===== config.mk =====
export PLATFORM = sky130hd
export DESIGN_NAME = kwm_front
export DESIGN_NICKNAME = d
export VERILOG_FILES = /design/src/sv/kwm_pkg.sv /design/src/sv/kwm_front.sv
export VERILOG_INCLUDE_DIRS = /design/src /design/src/sv
export SDC_FILE = /design/constraint.sdc
export NUM_CORES = 1
export LEC_CHECK = 0
export ABC_AREA = 0
export BUFFER_PORTS_ARGS = -buffer_cell sky130_fd_sc_hd__buf_2
export CELL_PAD_IN_SITES_DETAIL_PLACEMENT = 1
export CELL_PAD_IN_SITES_GLOBAL_PLACEMENT = 1
export CORE_MARGIN = 10
export CORE_UTILIZATION = 45
export CTS_CLUSTER_SIZE = 20
export DETAILED_ROUTE_END_ITERATION = 7
export GPL_ROUTABILITY_DRIVEN = 1
export HOLD_SLACK_MARGIN = 0.05
export PLACE_DENSITY = 0.91
export REMOVE_ABC_BUFFERS = 1
export SLEW_MARGIN = 10
export SYNTH_ARGS = -nofsm -noshare
export SYNTH_HDL_FRONTEND = slang
export SYNTH_SLANG_ARGS = --single-unit

===== constraint.sdc =====
create_clock -name clk -period 11.4 [get_ports clk]
set_input_delay 0.57 -clock clk [delete_from_list [all_inputs] [get_ports clk]]
set_output_delay 0.57 -clock clk [all_outputs]
set_load 0.005 [all_outputs]

===== src/sv/keyed_window_matcher_assert.svh =====
// Assertion macros for the keyed window matcher.
`ifndef KEYED_WINDOW_MATCHER_ASSERT_SVH
`define KEYED_WINDOW_MATCHER_ASSERT_SVH
`ifndef SYNTHESIS
`define KWM_ASSERT(label, clk_s, rst_s, prop) \
  label: assert property (@(posedge clk_s) disable iff (rst_s) prop) \
    else $error("assertion failed");
`define KWM_ASSERT_NORST(label, clk_s, prop) \
  label: assert property (@(posedge clk_s) prop) else $error("assertion failed");
`else
`define KWM_ASSERT(label, clk_s, rst_s, prop)
`define KWM_ASSERT_NORST(label, clk_s, prop)
`endif
`endif


===== src/sv/kwm_pkg.sv =====
// Shared types and constants for the keyed window matcher.
`default_nettype none
package kwm_pkg;
  localparam int TableDepth = 256;
  localparam int IdxW = $clog2(TableDepth);
  localparam int CntW = $clog2(TableDepth + 1);
  localparam logic [31:0] WindowReset = 32'd259200;
  localparam int QDepth = 2;

  typedef enum logic [1:0] {
    KIND_LOAD  = 2'd0,
    KIND_PROBE = 2'd1,
    KIND_CLEAR = 2'd2,
    KIND_NONE  = 2'd3
  } kind_t;

  typedef enum logic [2:0] {
    ST_LOADED  = 3'd0,
    ST_FULL    = 3'd1,
    ST_MATCHED = 3'd2,
    ST_NOMATCH = 3'd3,
    ST_CLEARED = 3'd4
  } status_t;

  typedef struct packed {
    kind_t             kind;
    logic              key_present;
    logic [63:0]       ref_key;
    logic signed [47:0] amount;
    logic [39:0]       stamp;
    logic [31:0]       record_id;
  } word_t;

  typedef struct packed {
    status_t            status;
    logic [31:0]        probe_id;
    logic [31:0]        partner_id;
    logic signed [47:0] match_amount;
    logic [39:0]        time_delta;
  } result_t;

  typedef enum logic [2:0] {
    BK_IDLE = 3'd0,
    BK_READ = 3'd1,
    BK_TEST = 3'd2,
    BK_OUT  = 3'd3
  } back_state_t;
endpackage
`default_nettype wire


===== src/sv/kwm_front.sv =====
// Front part: takes input words, drops unused kinds, queues the rest.
`default_nettype none
module kwm_front (
  input  wire logic           clk,
  input  wire logic           rst,
  input  wire logic           in_valid,
  output logic                in_stall,
  input  wire kwm_pkg::word_t in_word,
  output logic                q_valid,
  input  wire logic           q_take,
  output kwm_pkg::word_t      q_word
);
  kwm_pkg::word_t slots [kwm_pkg::QDepth];
  logic wr_ptr, rd_ptr;
  logic [1:0] count;
  logic push, pop;

  assign in_stall = (count == 2'(kwm_pkg::QDepth));
  // kind 3 words are taken and dropped here
  assign push = in_valid && !in_stall && (in_word.kind != kwm_pkg::KIND_NONE);
  assign q_valid = (count != 2'd0);
  assign pop = q_valid && q_take;
  assign q_word = slots[rd_ptr];

  always_ff @(posedge clk) begin
    if (push) begin
      slots[wr_ptr] <= in_word;
    end
    if (rst) begin
      wr_ptr <= 1'b0;
      rd_ptr <= 1'b0;
      count <= 2'd0;
    end else begin
      if (push) wr_ptr <= ~wr_ptr;
      if (pop) rd_ptr <= ~rd_ptr;
      count <= count + 2'(push) - 2'(pop);
    end
  end

  `include "keyed_window_matcher_assert.svh"
  `KWM_ASSERT(a_cnt_max, clk, rst, count <= 2'(kwm_pkg::QDepth))
  `KWM_ASSERT(a_no_push_full, clk, rst, (count == 2'(kwm_pkg::QDepth)) |-> !push)
  `KWM_ASSERT(a_pop_drop, clk, rst, (pop && !push) |=> (count == $past(count) - 2'd1))
endmodule
`default_nettype wire


==> qor.txt, run 1 <==
==================================================================================
Relative slew slack .................................................        34.7%
Top-level I/O count .................................................          380
Result of the run ................................................... finished, final reports clean
Number of pins with negative max-slew slack in the final report .....            0
Post-synthesis instance area ........................................    14200 µm²
Iteration-0 DRC Markers .............................................          378
Number of DRC violations after detailed routing .....................            0
Total CTS buffers ...................................................           39
Maximum capacitance violations ......................................            0
Total wire length ...................................................     35200 µm
Maximum VDD drop ....................................................     0.148 mV
Design Power ........................................................      4.00 mW
Standard cell with the maximum stage delay on the critical path ..... sky130_fd_sc_hd__buf_4
First-pass GRT wire length ..........................................     50900 µm
Final setup viols ...................................................            0
CTS clk-pin slew, worst paths .......................................      0.06 ns
Worst EP arrival ....................................................      3.61 ns
Number of hold-slack violations in the final timing report ..........            0
Routability congestion estimate from global placement ...............        0.775
Number of instances resized during post-cts repair ..................            0
Yosys Warn Count ....................................................            0
CP bufs+invs ........................................................            3
Hold buffer count at CTS ............................................            0
Worst Tran Pin Value ................................................     0.979 ns
Placed cell count ...................................................         1378
Pin count of the biggest net entering global routing ................           69
Row Count ...........................................................           65
Number of H-tree levels .............................................            2
Post-synthesis sequential area ratio ................................        79.6%
Type of the most critical hold path ................................. primary input to flop
Vias per cell .......................................................         4.95
Effective utilization at floorplan ..................................        45.4%
Final core occ ......................................................        56.5%
Unique cell type count in the Yosys netlist .........................           18
Most frequent CP cell ............................................... sky130_fd_sc_hd__buf_4
Total via count after detailed routing ..............................         7208
Critical Path, Cell by Cell ......................................... buf_4 -> buf_4 -> mux2_2 -> buf_2
Post-DRT Antenna Nets ...............................................            0
Vias in the first global route ......................................         8117
Critical setup path kind ............................................ flop to output port
Number of detailed-routing iterations run before antenna repair .....            4
Critical path fanouts, max ..........................................           58
Post-CTS setup buffers ..............................................            0
Post-synthesis cell count ...........................................          609
Horizontal die dimension ............................................       198 µm
Number of antenna violations at the first check in global routing ...           10
Element type at the critical path start .............................         flop
Crit end category ...................................................  output port
Static Leak .........................................................      6.81 nW
Clock tree root driver cell ......................................... sky130_fd_sc_hd__clkbuf_16
Worst EP required ...................................................     10.83 ns
Number of port buffers ..............................................          379
Non-filler instance count after layout ..............................         1455
Fraction of layout cells with a size suffix above 1 .................        60.6%
NumNets Final .......................................................         1210
Setup Total Neg Slack ...............................................         0 ns
Family with the most delay on the worst path ........................ buffers and inverters
GRT overflow ........................................................            0
Upper clock frequency limit .........................................      239 MHz
RSZ-0062 raised after global routing ................................        false
All-layer global routing usage ......................................        17.2%
Register bit total from synthesis ...................................          379
Core Box Area .......................................................    31400 µm²
Total clock sinks ...................................................          379
Floorplan die area ..................................................    39200 µm²
Clk buf depth .......................................................            3
Final-layout fill cell count ........................................         2854
Min Tclk post-route .................................................      4.18 ns
Mean Syn Cell Area ..................................................     23.4 µm²
Power Dens Cells ....................................................   226 nW/µm²
Die Span Y ..........................................................       198 µm
Signed area change from the synthesized netlist to the final layout .        24.6%
Clock tree from TritonCTS ...........................................         done
Clock latency on the worst-skew pair ................................      0.51 ns
Worst path max stage delay ..........................................      0.84 ns
Routed wirelength normalized by instance count ......................      24.2 µm
Placed wire-length estimate after detailed placement ................     25800 µm
Final cycle utilization of the critical path ........................        36.6%
Clock Skew ..........................................................    0.0144 ns
==================================================================================
==> layer usage <==
metal	up-vias	global-route usage, %	part of all wire, %
li1	3257	-	-
met1	3608	18.8	38
met2	285	31.2	52
met3	52	5.65	8.0
met4	6	4.73	2.1
met5	-	0	0.12
==> cell families (layout without fill, tap and decap cells) <==
| group | count (synthesis) | after routing | synth area share (%) |
|---|---|---|---|
| other cells | 0 | 9 | 0 |
| mux | 188 | 188 | 18.0 |
| compound gates | 1 | 1 | 0.0527 |
| flops | 379 | 379 | 79.6 |
| simple gates | 14 | 14 | 0.562 |
| buf+inv | 23 | 458 | 1.49 |
| fa+ha+maj | 2 | 2 | 0.176 |
| xor+xnor | 2 | 2 | 0.123 |
==> state kept, by name, summed over array words and instances, names as in the netlist, named ones only <==
signal	cells
count	2
rd_ptr	1
slots	374
wr_ptr	1
==> area by class of cell <==
| class | count | area (µm²) | area share (%) |
|---|---|---|---|
| clock inverter | 24 | 163 | 0.917 |
| tap | 402 | 503 | 2.83 |
| sequential | 379 | 11300 | 63.9 |
| inverter | 2 | 7.51 | 0.0423 |
| antenna | 9 | 22.5 | 0.127 |
| multi-input combinational | 207 | 2710 | 15.3 |
| clock buffer | 44 | 1040 | 5.85 |
| timing repair buffer | 388 | 1960 | 11.1 |
==> where the power goes <==
group	internal (mW)	leakage (nW)	switching [mW]	total, mW
registers	1.74	3.50	0.0794	1.82
logic	0.530	2.72	0.463	0.994
clock network	0.696	0.586	0.494	1.19
==> worst paths after layout <==
kind / from / endpoint / slack (ns) / depth (start not counted)
setup / recovery: flop / q_word[17] / 7.22 / 4
hold reg to reg: rd_ptr / rd_ptr / 0.52 / 2
hold / removal: in_word[68] / slots[0][68] / 0.24 / 1
setup reg to reg: count[1] / slots[0][72] / 8.36 / 5
==> cells in the final DEF (no fill, tap or decap) <==
cell type and instances:
sky130_fd_sc_hd__nand2_1 1, sky130_fd_sc_hd__clkbuf_16 41, sky130_fd_sc_hd__diode_2 9, sky130_fd_sc_hd__dfxtp_1 4, sky130_fd_sc_hd__inv_1 2, sky130_fd_sc_hd__xor2_1 1, sky130_fd_sc_hd__or2_2 1, sky130_fd_sc_hd__buf_4 9
sky130_fd_sc_hd__o21a_1 1, sky130_fd_sc_hd__nand3b_4 1, sky130_fd_sc_hd__nor2_1 5, sky130_fd_sc_hd__inv_6 1, sky130_fd_sc_hd__nor2b_1 2, sky130_fd_sc_hd__nor2_4 2, sky130_fd_sc_hd__nor3_1 1, sky130_fd_sc_hd__and2_1 1
sky130_fd_sc_hd__bufinv_16 2, sky130_fd_sc_hd__edfxtp_1 374, sky130_fd_sc_hd__clkinv_2 6, sky130_fd_sc_hd__clkbuf_1 3, sky130_fd_sc_hd__dfxtp_4 1, sky130_fd_sc_hd__clkinv_1 13, sky130_fd_sc_hd__ha_1 2, sky130_fd_sc_hd__mux2_4 120
sky130_fd_sc_hd__mux2_2 68, sky130_fd_sc_hd__buf_2 379, sky130_fd_sc_hd__clkinvlp_4 2, sky130_fd_sc_hd__xnor2_1 1
==> synthesized netlist by cell type <==
master,instances,area (µm²)
sky130_fd_sc_hd__ha_1,2,25.0
sky130_fd_sc_hd__dfxtp_1,5,100
sky130_fd_sc_hd__or2_2,1,6.26
sky130_fd_sc_hd__xnor2_1,1,8.76
sky130_fd_sc_hd__nand3b_4,1,20.0
sky130_fd_sc_hd__mux2_2,68,766
sky130_fd_sc_hd__nor2b_1,2,12.5
sky130_fd_sc_hd__mux2_4,120,1800
sky130_fd_sc_hd__nand2_1,1,3.75
sky130_fd_sc_hd__o21a_1,1,7.51
sky130_fd_sc_hd__xor2_1,1,8.76
sky130_fd_sc_hd__nor3_1,1,5.00
sky130_fd_sc_hd__edfxtp_1,374,11200
sky130_fd_sc_hd__buf_2,5,25.0
sky130_fd_sc_hd__and2_1,1,6.26
sky130_fd_sc_hd__buf_6,16,180
sky130_fd_sc_hd__nor2_1,7,26.3
sky130_fd_sc_hd__inv_1,2,7.51
==> per-stage QoR <==
stage,instance area (µm²),worst slack (ns),hold slack (ns)
after floorplan,14000,2.14,0.481
after global placement,16500,7.83,0.493
after detailed placement,16500,7.71,0.509
after CTS,17700,7.18,0.223
after global routing,17700,7.06,0.226
final,17700,7.22,0.245
Power figures use the tool's default switching activity.
==> run 2, diff against run 1 <==
Clock period 11.4 ns to 4.1 ns, I/O delays scaled along.
==> run 2 against run 1 <==
  * Worst setup slack got worse by 5.8 ns
  * Combinational power grew to 3.1 times the previous value
  * Highest routed layer is now met4
  * Power increased to 2.9 times the previous value
  * Largest cell class unchanged
  * Clock-buffer cell count up 8
==> qor.txt, run 2 (synthesis results as in run 1) <==
==================================================================================
Type of the most critical hold path ................................. primary input to flop   unchanged
Final std cell area, no fill ........................................    19700 µm²   was 17700 µm²
Relative slew slack .................................................        53.8%   was 34.7%
Critical path fanouts, max ..........................................           74   was 58
Worst Slack Setup Final .............................................      1.42 ns   was 7.22 ns
Clock tree root driver cell ......................................... sky130_fd_sc_hd__clkbuf_16   unchanged
Critical Path End ...................................................   q_word[39]   was q_word[17]
Worst EP required ...................................................      3.89 ns   was 10.83 ns
FF-to-FF Start ......................................................     count[1]   unchanged
Maximum VDD drop ....................................................     0.555 mV   was 0.148 mV
Commonest non-fill, non-tap cell in the layout ...................... sky130_fd_sc_hd__buf_2   unchanged
Biggest regs ........................................................ slots x374, count x2   unchanged
Post-DRT Antenna Nets ...............................................            0   unchanged
CTS clk-pin slew, worst paths .......................................      0.06 ns   about the same
Clock Skew ..........................................................    0.0170 ns   was 0.0144 ns
Vias in the first global route ......................................         9477   was 8117
Cell-internal power .................................................      8.35 mW   was 2.97 mW
Hold buffer count at CTS ............................................          188   was 0
Signed area change from the synthesized netlist to the final layout .        38.2%   was 24.6%
Floorplan die area ..................................................    39200 µm²   unchanged
Net load switching power ............................................      3.16 mW   was 1.04 mW
Result of the run ................................................... finished, final reports clean   unchanged
Number of H-tree levels .............................................            2   unchanged
Largest register by flop count ......................................        slots   unchanged
Fraction of layout cells with a size suffix above 1 .................        51.1%   was 60.6%
Effective utilization at floorplan ..................................        45.4%   unchanged
Pre-CTS WS ..........................................................      1.99 ns   was 7.71 ns
Post-CTS setup buffers ..............................................            0   unchanged
Cell area after placement ...........................................    16600 µm²   was 16500 µm²
Share of total power in the clock network ...........................        29.2%   was 29.7%
Iteration-0 DRC Markers .............................................          497   was 378
Gate power share ....................................................        26.7%   was 24.8%
Final cycle utilization of the critical path ........................        65.4%
First-pass GRT wire length ..........................................     62000 µm   was 50900 µm
Element type at the critical path start .............................         flop   unchanged
Final setup viols ...................................................            0   unchanged
RSZ-0062 raised after global routing ................................        false   unchanged
All-layer global routing usage ......................................        21.4%   was 17.2%
Min Tclk post-route .................................................      2.68 ns
Worst Tran Pin Value ................................................     0.694 ns   was 0.979 ns
Vias per cell .......................................................         5.02   was 4.95
Upper clock frequency limit .........................................      373 MHz
Leading cell types in the layout, fill and taps excluded ............ sky130_fd_sc_hd__buf_2, sky130_fd_sc_hd__edfxtp_1, sky130_fd_sc_hd__dlygate4sd3_1   was sky130_fd_sc_hd__buf_2, sky130_fd_sc_hd__edfxtp_1, sky130_fd_sc_hd__mux2_4
Die Span Y ..........................................................       198 µm   unchanged
Switching portion of total power ....................................        27.5%   was 25.9%
Number of detailed-routing iterations run before antenna repair .....            6   was 4
Clock latency on the worst-skew pair ................................      0.52 ns   was 0.51 ns
Number of port buffers ..............................................          379   unchanged
Horizontal die dimension ............................................       198 µm   unchanged
Clk buf depth .......................................................            3   unchanged
Total via count after detailed routing ..............................         8244   was 7208
Routability congestion estimate from global placement ...............        0.751   was 0.775
R2R Setup Slk .......................................................      2.12 ns   was 8.36 ns
Number of pins with negative max-slew slack in the final report .....            0   unchanged
Depth of the worst register-to-register path ........................            4   was 5
Clock tree from TritonCTS ...........................................         done   unchanged
Number of DRC violations after detailed routing .....................            0   unchanged
Pin count of the biggest net entering global routing ................           90   was 69
Number of hold-slack violations in the final timing report ..........            0   unchanged
Seq pwr share .......................................................        44.1%   was 45.4%
NumNets Final .......................................................         1400   was 1210
Power Dens Cells ....................................................   585 nW/µm²   was 226 nW/µm²
Max FFs per register ................................................          374   unchanged
Maximum capacitance violations ......................................            0   unchanged
Number of instances resized during post-cts repair ..................            0   unchanged
Total wire length ...................................................     43400 µm   was 35200 µm
Top-level I/O count .................................................          380   unchanged
Placed wire-length estimate after detailed placement ................     25500 µm   was 25800 µm
Worst EP arrival ....................................................      2.48 ns   was 3.61 ns
Critical setup path kind ............................................ flop to output port   unchanged
Static Leak .........................................................      7.60 nW   was 6.81 nW
Number of antenna violations at the first check in global routing ...            7   was 10
Crit end category ...................................................  output port   unchanged
Worst hold slack ....................................................     0.119 ns   was 0.245 ns
Total CTS buffers ...................................................           40   was 39
Core Box Area .......................................................    31400 µm²   unchanged
Routed wirelength normalized by instance count ......................      26.4 µm   was 24.2 µm
Row Count ...........................................................           65   unchanged
Final core occ ......................................................        62.7%   was 56.5%
Total clock sinks ...................................................          379   unchanged
End of the worst register-to-register path .......................... slots[0][125]   was slots[0][72]
GRT overflow ........................................................            0   unchanged
==================================================================================
run 2: worst max-delay path: stages (launching register included):
cell and delay [ns]:
sky130_fd_sc_hd__dfxtp_4 0.79, sky130_fd_sc_hd__buf_12 0.48, sky130_fd_sc_hd__mux2_2 0.43, sky130_fd_sc_hd__buf_2 0.14
run 2: layout make-up:
class                      instances  area (µm²)
inverter                           2        7.51
fill                            2775       11700
multi-input combinational        207        2710
timing repair buffer             577        3930
clock inverter                    17         108
sequential                       379       11300
clock buffer                      52        1070
antenna                            7        17.5
tap                              402         503
run 2: worst min-delay path by stage:
stage,slack [ns],startpoint,endpoint,cells past startpoint
after floorplan,0.28,rst,count[0],1
after global placement,0.39,in_word[41],slots[0][41],1
after detailed placement,0.40,in_word[88],slots[0][88],1
after CTS,0.10,in_valid,wr_ptr,3
after global routing,0.12,in_valid,wr_ptr,3
final,0.12,in_valid,wr_ptr,3
run 2: per-stage QoR:
stage / total power [mW] / std cells / setup TNS, ns
final: 11.5 / 1643 / 0
after global routing: 12.0 / 1643 / 0
after global placement: 7.86 / 1379 / 0
after detailed placement: 8.00 / 1379 / 0
after CTS: 11.4 / 1636 / 0
after floorplan: 7.14 / 588 / -2411.56
run 2: metal layers:
metal,GRT usage [%],part of all wire (%),vias to the layer above
li1,-,-,3623
met1,22.2,36,4209
met2,40.5,55,343
met3,5.77,6.3,69
met4,6.95,2.6,0
met5,0,0,-
run 2: power groups by stage:
stage	clock, mW	combinational [mW]	sequential, mW
3_3_place_gp	0	2.79	5.07
5_1_grt	3.60	3.26	5.11
4_1_cts	3.35	3.05	5.05
6_report	3.37	3.07	5.07
2_1_floorplan	0	1.76	5.38
3_5_place_dp	0	2.88	5.12
